[config.mk]
export PLATFORM = sky130hd
export DESIGN_NAME = shortest_queue_request_dispatcher
export DESIGN_NICKNAME = d
export VERILOG_FILES = /design/src/design/sqrd_pkg.sv /design/src/design/sqrd_ram.sv /design/src/design/sqrd_pick.sv /design/src/design/shortest_queue_request_dispatcher.sv
export SDC_FILE = /design/constraint.sdc
export NUM_CORES = 1
export LEC_CHECK = 0
export BUFFER_PORTS_ARGS = -buffer_cell sky130_fd_sc_hd__buf_2
export CAP_MARGIN = 15
export CORE_MARGIN = 5
export CORE_UTILIZATION = 35
export CTS_BUF_LIST = sky130_fd_sc_hd__clkbuf_2
export DETAILED_ROUTE_END_ITERATION = 7
export SETUP_SLACK_MARGIN = 0.3
export SYNTH_ARGS = -nofsm -noshare
export SYNTH_HDL_FRONTEND = slang
export SYNTH_HIERARCHICAL = 1
export SYNTH_SLANG_ARGS = --single-unit
[constraint.sdc]
create_clock -name clk_i -period 7.07 [get_ports clk_i]
set_input_delay 0.707 -clock clk_i [delete_from_list [all_inputs] [get_ports clk_i]]
set_output_delay 0.707 -clock clk_i [all_outputs]
set_load 0.02 [all_outputs]
[src/design/sqrd_pkg.sv]
// Shared constants for the shortest-queue request dispatcher.
// Holds status codes, field widths, bus widths and parameter defaults.
// No dependencies.
`default_nettype none

package sqrd_pkg;

  // Parameter defaults
  localparam int NUM_QUEUES_DEF  = 4;
  localparam int QUEUE_DEPTH_DEF = 16;
  localparam int ID_WIDTH_DEF    = 16;

  // Request and result field widths
  localparam int MODE_W   = 1;
  localparam int REQ_W    = 16;
  localparam int SEL_W    = 2;
  localparam int STATUS_W = 3;
  localparam int QIDX_W   = 2;
  localparam int REM_W    = 5;

  // Stream bus widths (fields packed from bit 0, tdata padded to bytes)
  localparam int S_TDATA_W = 24;
  localparam int S_TUSER_W = 1;
  localparam int M_TDATA_W = 24;
  localparam int M_TUSER_W = 3;

  // Configuration port
  localparam int PADDR_W = 3;
  localparam int PDATA_W = 32;
  localparam int QIU_W   = 3;
  localparam logic [QIU_W-1:0] QIU_RESET = 3'd4;
  localparam logic REG_QUEUES_IN_USE = 1'b0;

  // Request mode
  localparam logic MODE_ENQUEUE = 1'b0;

  // Result status codes
  localparam logic [STATUS_W-1:0] ST_ENQUEUED  = 3'd0;
  localparam logic [STATUS_W-1:0] ST_DEQUEUED  = 3'd1;
  localparam logic [STATUS_W-1:0] ST_EMPTY     = 3'd2;
  localparam logic [STATUS_W-1:0] ST_ALL_FULL  = 3'd3;
  localparam logic [STATUS_W-1:0] ST_BAD_QUEUE = 3'd4;

endpackage

`default_nettype wire

[src/design/sqrd_ram.sv]
// Generic single-port synchronous RAM with registered read data.
// Used for the shared entry store. No dependencies.
`default_nettype none

module sqrd_ram #(
  parameter int WIDTH = 16,
  parameter int DEPTH = 64,
  localparam int AW = (DEPTH > 1) ? $clog2(DEPTH) : 1
) (
  input  wire logic             clk_i,
  input  wire logic             en_i,
  input  wire logic             we_i,
  input  wire logic [AW-1:0]    addr_i,
  input  wire logic [WIDTH-1:0] wdata_i,
  output logic      [WIDTH-1:0] rdata_o
);

  logic [WIDTH-1:0] mem_q [DEPTH];
  logic [WIDTH-1:0] rdata_q;

  // Write when enabled with we_i set, register read data on an enabled read
  always_ff @(posedge clk_i) begin
    if (en_i) begin
      if (we_i) begin
        mem_q[addr_i] <= wdata_i;
      end else begin
        rdata_q <= mem_q[addr_i];
      end
    end
  end

  assign rdata_o = rdata_q;

endmodule

`default_nettype wire

[src/design/sqrd_pick.sv]
// Shortest-queue selection: a compare tree over the per-queue entry counts.
// Lowest index wins a tie; inactive and full queues win only when all look full.
// Depends on sqrd_pkg.
`default_nettype none

module sqrd_pick #(
  parameter int NUM_QUEUES  = sqrd_pkg::NUM_QUEUES_DEF,
  parameter int QUEUE_DEPTH = sqrd_pkg::QUEUE_DEPTH_DEF,
  localparam int CNT_W = $clog2(QUEUE_DEPTH + 1),
  localparam int QW    = $clog2(NUM_QUEUES)
) (
  input  wire logic [NUM_QUEUES-1:0][CNT_W-1:0] count_i,
  input  wire logic [sqrd_pkg::QIU_W-1:0]       queues_in_use_i,
  output logic      [QW-1:0]                    pick_o,
  output logic                                  all_full_o
);

  localparam int LEAVES = 2 ** QW;
  localparam int NODES  = 2 * LEAVES - 1;
  localparam logic [CNT_W-1:0] FULL_KEY = CNT_W'(QUEUE_DEPTH);

  logic [CNT_W-1:0] key_w [NODES];
  logic [QW-1:0]    idx_w [NODES];

  // Load leaves: inactive queues and padding look full
  for (genvar i = 0; i < LEAVES; i++) begin : g_leaf
    if (i < NUM_QUEUES) begin : g_real
      assign key_w[LEAVES-1+i] = (32'(queues_in_use_i) > i) ? count_i[i] : FULL_KEY;
    end else begin : g_pad
      assign key_w[LEAVES-1+i] = FULL_KEY;
    end
    assign idx_w[LEAVES-1+i] = QW'(i);
  end

  // Reduce: left subtree holds the lower indices and keeps ties
  for (genvar n = 0; n < LEAVES - 1; n++) begin : g_node
    assign key_w[n] = (key_w[2*n+1] <= key_w[2*n+2]) ? key_w[2*n+1] : key_w[2*n+2];
    assign idx_w[n] = (key_w[2*n+1] <= key_w[2*n+2]) ? idx_w[2*n+1] : idx_w[2*n+2];
  end

  assign pick_o     = idx_w[0];
  assign all_full_o = (key_w[0] >= FULL_KEY);

endmodule

`default_nettype wire

[src/design/shortest_queue_request_dispatcher.sv]
// Shortest-queue request dispatcher: per-queue FIFOs in one shared entry RAM.
// Results pass the pend and output registers; a dequeue first waits in ST_READ
// for the entry RAM read. One request per cycle while the result path is not
// stalled, but a dequeue holds off new requests until its RAM read data returns.
// Reset clears head/tail pointers and counts and sets queues_in_use to 4;
// the entry RAM is not cleared, and requests are taken right after reset.
`default_nettype none

module shortest_queue_request_dispatcher #(
  parameter int NUM_QUEUES  = sqrd_pkg::NUM_QUEUES_DEF,
  parameter int QUEUE_DEPTH = sqrd_pkg::QUEUE_DEPTH_DEF,
  parameter int ID_WIDTH    = sqrd_pkg::ID_WIDTH_DEF
) (
  input  wire logic                             clk_i,
  input  wire logic                             rst_ni,
  // Request stream
  input  wire logic                             s_axis_tvalid_i,
  output logic                                  s_axis_tready_o,
  // [15:0] request_id, [17:16] queue_sel, [23:18] zero
  input  wire logic [sqrd_pkg::S_TDATA_W-1:0]   s_axis_tdata_i,
  // [0] mode
  input  wire logic [sqrd_pkg::S_TUSER_W-1:0]   s_axis_tuser_i,
  // Result stream
  output logic                                  m_axis_tvalid_o,
  input  wire logic                             m_axis_tready_i,
  // [1:0] queue_index, [17:2] request_out, [22:18] remaining, [23] zero
  output logic      [sqrd_pkg::M_TDATA_W-1:0]   m_axis_tdata_o,
  // [2:0] status
  output logic      [sqrd_pkg::M_TUSER_W-1:0]   m_axis_tuser_o,
  // Configuration port
  input  wire logic                             psel,
  input  wire logic                             penable,
  input  wire logic                             pwrite,
  input  wire logic [sqrd_pkg::PADDR_W-1:0]     paddr,
  input  wire logic [sqrd_pkg::PDATA_W-1:0]     pwdata,
  output logic      [sqrd_pkg::PDATA_W-1:0]     prdata,
  output logic                                  pready
);

  localparam int CNT_W   = $clog2(QUEUE_DEPTH + 1);
  localparam int PTR_W   = $clog2(QUEUE_DEPTH);
  localparam int QW      = $clog2(NUM_QUEUES);
  localparam int ENTRIES = NUM_QUEUES * QUEUE_DEPTH;
  localparam int AW      = $clog2(ENTRIES);
  localparam logic [PTR_W-1:0] PTR_LAST = PTR_W'(QUEUE_DEPTH - 1);

  localparam logic ST_IDLE = 1'b0;
  localparam logic ST_READ = 1'b1;

  // Control state
  logic                          state_q, state_d;
  logic [sqrd_pkg::QIU_W-1:0]    qiu_q, qiu_d;
  logic [PTR_W-1:0]              head_q [NUM_QUEUES];
  logic [PTR_W-1:0]              head_d [NUM_QUEUES];
  logic [PTR_W-1:0]              tail_q [NUM_QUEUES];
  logic [PTR_W-1:0]              tail_d [NUM_QUEUES];
  logic [CNT_W-1:0]              count_q [NUM_QUEUES];
  logic [CNT_W-1:0]              count_d [NUM_QUEUES];
  logic                          pend_v_q, pend_v_d;
  logic                          out_v_q, out_v_d;

  // Result payload
  logic [sqrd_pkg::STATUS_W-1:0] pend_status_q, pend_status_d;
  logic [sqrd_pkg::QIDX_W-1:0]   pend_qidx_q, pend_qidx_d;
  logic [sqrd_pkg::REQ_W-1:0]    pend_req_q, pend_req_d;
  logic [sqrd_pkg::REM_W-1:0]    pend_rem_q, pend_rem_d;
  logic [sqrd_pkg::STATUS_W-1:0] out_status_q, out_status_d;
  logic [sqrd_pkg::QIDX_W-1:0]   out_qidx_q, out_qidx_d;
  logic [sqrd_pkg::REQ_W-1:0]    out_req_q, out_req_d;
  logic [sqrd_pkg::REM_W-1:0]    out_rem_q, out_rem_d;

  // Request fields
  logic                          in_mode;
  logic [sqrd_pkg::REQ_W-1:0]    in_req;
  logic [sqrd_pkg::SEL_W-1:0]    in_sel;
  logic [QW-1:0]                 sel_idx;
  logic                          sel_ok;

  logic                          in_fire;
  logic                          out_free;
  logic                          cfg_wr;

  logic [NUM_QUEUES-1:0][CNT_W-1:0] count_vec;
  logic [QW-1:0]                 pick;
  logic                          all_full;

  logic                          ram_en;
  logic                          ram_we;
  logic [AW-1:0]                 ram_addr;
  logic [ID_WIDTH-1:0]           ram_wdata;
  logic [ID_WIDTH-1:0]           ram_rdata;

  // Unpack request
  assign in_mode = s_axis_tuser_i[0];
  assign in_req  = s_axis_tdata_i[sqrd_pkg::REQ_W-1:0];
  assign in_sel  = s_axis_tdata_i[sqrd_pkg::REQ_W +: sqrd_pkg::SEL_W];
  assign sel_ok  = (32'(in_sel) < NUM_QUEUES);
  assign sel_idx = QW'(in_sel);

  // Handshakes
  assign out_free        = !out_v_q || m_axis_tready_i;
  assign s_axis_tready_o = (state_q == ST_IDLE) && (!pend_v_q || out_free);
  assign in_fire         = s_axis_tvalid_i && s_axis_tready_o;

  // Configuration access
  assign pready = 1'b1;
  assign cfg_wr = psel && penable && pwrite && (paddr[2] == sqrd_pkg::REG_QUEUES_IN_USE);
  assign prdata = (paddr[2] == sqrd_pkg::REG_QUEUES_IN_USE) ?
                  sqrd_pkg::PDATA_W'(qiu_q) : '0;

  // Gather counts for the selection tree
  always_comb begin
    for (int q = 0; q < NUM_QUEUES; q++) begin
      count_vec[q] = count_q[q];
    end
  end

  sqrd_pick #(
    .NUM_QUEUES  (NUM_QUEUES),
    .QUEUE_DEPTH (QUEUE_DEPTH)
  ) u_pick (
    .count_i         (count_vec),
    .queues_in_use_i (qiu_q),
    .pick_o          (pick),
    .all_full_o      (all_full)
  );

  sqrd_ram #(
    .WIDTH (ID_WIDTH),
    .DEPTH (ENTRIES)
  ) u_entry_ram (
    .clk_i   (clk_i),
    .en_i    (ram_en),
    .we_i    (ram_we),
    .addr_i  (ram_addr),
    .wdata_i (ram_wdata),
    .rdata_o (ram_rdata)
  );

  // Sequence one request: update pointers, access RAM, stage the result
  always_comb begin
    state_d       = state_q;
    qiu_d         = cfg_wr ? pwdata[sqrd_pkg::QIU_W-1:0] : qiu_q;
    head_d        = head_q;
    tail_d        = tail_q;
    count_d       = count_q;
    pend_v_d      = pend_v_q;
    out_v_d       = out_v_q;
    pend_status_d = pend_status_q;
    pend_qidx_d   = pend_qidx_q;
    pend_req_d    = pend_req_q;
    pend_rem_d    = pend_rem_q;
    out_status_d  = out_status_q;
    out_qidx_d    = out_qidx_q;
    out_req_d     = out_req_q;
    out_rem_d     = out_rem_q;
    ram_en        = 1'b0;
    ram_we        = 1'b0;
    ram_addr      = AW'(pick) * AW'(QUEUE_DEPTH) + AW'(tail_q[pick]);
    ram_wdata     = ID_WIDTH'(in_req);

    // Advance the staged result to the output register
    if (pend_v_q && out_free) begin
      out_v_d      = 1'b1;
      pend_v_d     = 1'b0;
      out_status_d = pend_status_q;
      out_qidx_d   = pend_qidx_q;
      out_req_d    = pend_req_q;
      out_rem_d    = pend_rem_q;
    end else if (m_axis_tready_i) begin
      out_v_d = 1'b0;
    end

    // Capture popped id from the RAM
    if (state_q == ST_READ) begin
      pend_req_d    = sqrd_pkg::REQ_W'(ram_rdata);
      pend_status_d = sqrd_pkg::ST_DEQUEUED;
      pend_v_d      = 1'b1;
      state_d       = ST_IDLE;
    end

    if (in_fire) begin
      pend_req_d = '0;
      if (in_mode == sqrd_pkg::MODE_ENQUEUE) begin
        pend_v_d = 1'b1;
        if (all_full) begin
          pend_status_d = sqrd_pkg::ST_ALL_FULL;
          pend_qidx_d   = '0;
          pend_rem_d    = '0;
        end else begin
          // Append to the tail of the chosen queue
          ram_en        = 1'b1;
          ram_we        = 1'b1;
          tail_d[pick]  = (tail_q[pick] == PTR_LAST) ? '0 : tail_q[pick] + 1'b1;
          count_d[pick] = count_q[pick] + 1'b1;
          pend_status_d = sqrd_pkg::ST_ENQUEUED;
          pend_qidx_d   = sqrd_pkg::QIDX_W'(pick);
          pend_rem_d    = sqrd_pkg::REM_W'(count_q[pick] + 1'b1);
        end
      end else begin
        pend_qidx_d = in_sel;
        pend_rem_d  = '0;
        if (!sel_ok) begin
          pend_v_d      = 1'b1;
          pend_status_d = sqrd_pkg::ST_BAD_QUEUE;
        end else if (count_q[sel_idx] == '0) begin
          pend_v_d      = 1'b1;
          pend_status_d = sqrd_pkg::ST_EMPTY;
        end else begin
          // Pop the head; data returns next cycle
          ram_en           = 1'b1;
          ram_addr         = AW'(sel_idx) * AW'(QUEUE_DEPTH) + AW'(head_q[sel_idx]);
          head_d[sel_idx]  = (head_q[sel_idx] == PTR_LAST) ? '0 : head_q[sel_idx] + 1'b1;
          count_d[sel_idx] = count_q[sel_idx] - 1'b1;
          pend_rem_d       = sqrd_pkg::REM_W'(count_q[sel_idx] - 1'b1);
          state_d          = ST_READ;
        end
      end
    end
  end

  // Control registers
  always_ff @(posedge clk_i or negedge rst_ni) begin
    if (!rst_ni) begin
      state_q  <= ST_IDLE;
      qiu_q    <= sqrd_pkg::QIU_RESET;
      pend_v_q <= 1'b0;
      out_v_q  <= 1'b0;
      for (int q = 0; q < NUM_QUEUES; q++) begin
        head_q[q]  <= '0;
        tail_q[q]  <= '0;
        count_q[q] <= '0;
      end
    end else begin
      state_q  <= state_d;
      qiu_q    <= qiu_d;
      pend_v_q <= pend_v_d;
      out_v_q  <= out_v_d;
      head_q   <= head_d;
      tail_q   <= tail_d;
      count_q  <= count_d;
    end
  end

  // Payload registers
  always_ff @(posedge clk_i) begin
    pend_status_q <= pend_status_d;
    pend_qidx_q   <= pend_qidx_d;
    pend_req_q    <= pend_req_d;
    pend_rem_q    <= pend_rem_d;
    out_status_q  <= out_status_d;
    out_qidx_q    <= out_qidx_d;
    out_req_q     <= out_req_d;
    out_rem_q     <= out_rem_d;
  end

  // Pack result
  assign m_axis_tvalid_o = out_v_q;
  assign m_axis_tuser_o  = out_status_q;
  assign m_axis_tdata_o  = {1'b0, out_rem_q, out_req_q, out_qidx_q};

endmodule

`default_nettype wire
==> summary.txt <==
Status
  – Status: completed

Place
  – Port bufs: 60
  – GP Congestion: 0.864
  – Final HPWL DP: 76.8 mm

STA
  – Fmax: 0.149 GHz
  – Pins Over Slew Limit: 0
  – Final Critical Period: 6.71 ns
  – RSZ-0062 raised after global routing: no
  – Final setup viols: 0
  – Slew headroom: 0.269
  – Clock skew: 0.160 ns
  – Final worst-path cycle share: 0.949
  – Worst-Margin Slew: 1.10 ns
  – Final hold violation count: 0
  – Setup tns final: 0 ns

Logic synthesis
  – EDFF count, synth: 1073
  – Synth top area cells: edfxtp_1 70%, dfrtp_1 3.1%, mux2_2 2.8%
  – #FFs+latches synth: 1150
  – Unique masters post-synth: 81
  – Ys async rst share: 0.0504
  – Cells after synthesis: 2745
  – Synth warn: 6
  – Sequential cell area fraction in the yosys report: 0.743
  – Share of the synthesized area in the top cell type: 0.703
  – Synth Cell Area: 45800 um^2
  – Most common cell in the netlist: edfxtp_1
  – Top FF cell, synth: edfxtp_1
  – Syn Area/Cell: 16.7 um^2
  – Post-synth top cells: 1073 x edfxtp_1, 166 x nor2_1, 122 x a221oi_1, 113 x mux2_2, 111 x mux2i_1
  – Area leader, netlist: edfxtp_1

Critical path
  – CP Max Fanout: 8
  – Startpoint Class: flip-flop
  – Setup crit end kind: flip-flop
  – WS Path Type: reg -> reg
  – Slowest stage delay, CP: 0.63 ns
  – CP required: 8.30 ns
  – CP arrival: 7.94 ns
  – Slowest CP cell: mux4_2

Clocking
  – CTS tree: yes
  – Clock sink total: 1150
  – Clock Latency Late Sink: 1.57 ns
  – TritonCTS buffer count: 294
  – Root buffer cell: clkbuf_2
  – Max Root-Sink Buffers: 4
  – Worst-path clk slew: 0.10 ns
  – H-tree Lvls: 5

Finish
  – Area Overhead vs Synth: 16.3%
  – Nets@finish: 3327
  – Layout cells sized above 1: 0.311

Flow run
  – Max Cap Violations: 0

GRT
  – Initial antenna violation count: 3
  – Largest net degree at the start of global routing: 65
  – Number of global-route vias before repair: 27700
  – GRT overflow: 0
  – Total global-route track usage: 0.180
  – Global-route wire length before repair: 184 mm

Drt
  – Via Count: 28000
  – Antenna-violating nets left: 0
  – Final WL: 128 mm
  – DRC: 0
  – Wire per inst: 24.7 um
  – Via density: 5.43
  – DR iter-0 viols: 3259
  – DRT Pass-1 Iters: 6

Floorplanning
  – Row cnt: 132
  – Die width: 372 um
  – Die height: 372 um
  – IO Pins: 129
  – Core area: 130000 um^2
  – Initial core utilization: 0.353
  – Die area: 138000 um^2

Hold path
  – Worst min path class: in -> reg
[cells in the final DEF, fill, tap and decap left out, types with 16 or more instances in the layout]
cell type         n
edfxtp_1       1073
clkbuf_2        428
buf_4           238
nor2_1          131
a221oi_1        117
mux2_2          111
mux2i_1         110
a22oi_1          93
nand2_1          92
a21oi_1          68
o21ai_0          67
a22o_1           63
o22ai_1          62
buf_2            60
dfrtp_1          57
mux4_2           41
dlygate4sd3_1    38
clkinv_1         37
nor2_2           35
buf_12           32
conb_1           31
nor3_1           30
nand3_1          27
a221o_1          24
dfxtp_1          19
a222oi_1         18
inv_1            16
[state kept, by name, summed over array words and instances, names as in the netlist]
| register | cells |
|---|---|
| head_q | 16 |
| u_entry_ram/rdata_o | 16 |
| m_axis_tuser_o | 3 |
| tail_q | 16 |
| count_q | 20 |
| u_entry_ram/mem_q | 1024 |
| qiu_q | 3 |
| pend_status_q | 3 |
| pend_req_q | 16 |
| pend_v_q | 1 |
| out_req_q | 16 |
| out_rem_q | 5 |
| m_axis_tvalid_o | 1 |
| pend_qidx_q | 2 |
| pend_rem_q | 5 |
| state_q | 1 |
| out_qidx_q | 2 |
[worst max-delay path: cells and delay by family (launching register included)]
kind	cells	cell delay, ns
mux	5	1.85
compound gates	8	1.81
simple gates	5	1.07
buf+inv	5	0.72
fa+ha+maj	2	0.54
flops	1	0.42
[per-stage QoR]
stage	setup slack, ns	hold slack (ns)	area, um^2	std cells	util
3_5_place_dp	-0.0375	0.405	49800	4613	0.384
2_1_floorplan	0.130	0.400	46000	2774	-
4_1_cts	0.302	0.00185	52700	5132	0.406
5_1_grt	0.228	0.113	53300	5167	0.411
6_report	0.358	0.198	53300	5167	0.411
3_3_place_gp	-0.00929	0.403	49800	4613	0.384
[final timing paths]
check / startpoint / endpoint / slack, ns / cells past startpoint
min in group asynchronous: rst_ni / tail_q[5] / 0.41 / 4
worst min register to register: pend_req_q[4] / out_req_q[4] / 0.42 / 0
worst max-delay path: qiu_q[1] / u_entry_ram/rdata_o[2] / 0.36 / 25
max in group asynchronous: rst_ni / head_q[0] / 6.11 / 4
worst max register to register: qiu_q[1] / u_entry_ram/rdata_o[2] / 0.36 / 25
worst min-delay path: pwrite / qiu_q[2] / 0.20 / 4
[final cells by class]
| class | instances | area [um^2] |
|---|---|---|
| multi-input cells | 1393 | 11200 |
| diodes | 7 | 17.5 |
| fillers | 11900 | 76500 |
| clock inverters | 46 | 256 |
| repair buffers | 382 | 3370 |
| flip-flops and latches | 1150 | 34100 |
| well taps | 1742 | 2180 |
| inverters | 19 | 71.3 |
| clock buffers | 428 | 2140 |
[logic make-up after synthesis]
group	after synthesis	share of synthesized area
compound gates	624	0.102
other cells	2	0.000164
simple gates	422	0.0432
fa+ha+maj	20	0.00546
flops	1150	0.743
xor+xnor	8	0.00153
buf+inv	236	0.0258
mux	283	0.0791
[metal layers]
layer,up-vias,GRT usage,part of all wire
li1,12200,-,-
met1,14200,0.254,0.42
met2,1409,0.272,0.45
met3,214,0.0446,0.099
met4,0,0.0630,0.025
met5,-,0,0
[what timing repair did]
| action | CTS | global route |
|---|---|---|
| pin swaps | 3 | 25 |
| hold buffers | 38 | 0 |
| cloned | 3 | 7 |
| gates resized for setup | 8 | 61 |
| endpoints found under the setup margin | 26 | 90 |
| buffers inserted | 4 | 21 |
| endpoints found under the hold margin | 1160 | 0 |
Power is left out: the tool's default activity adds up to more than one toggle a clock period on the data nets, which glitch-free logic cannot reach.
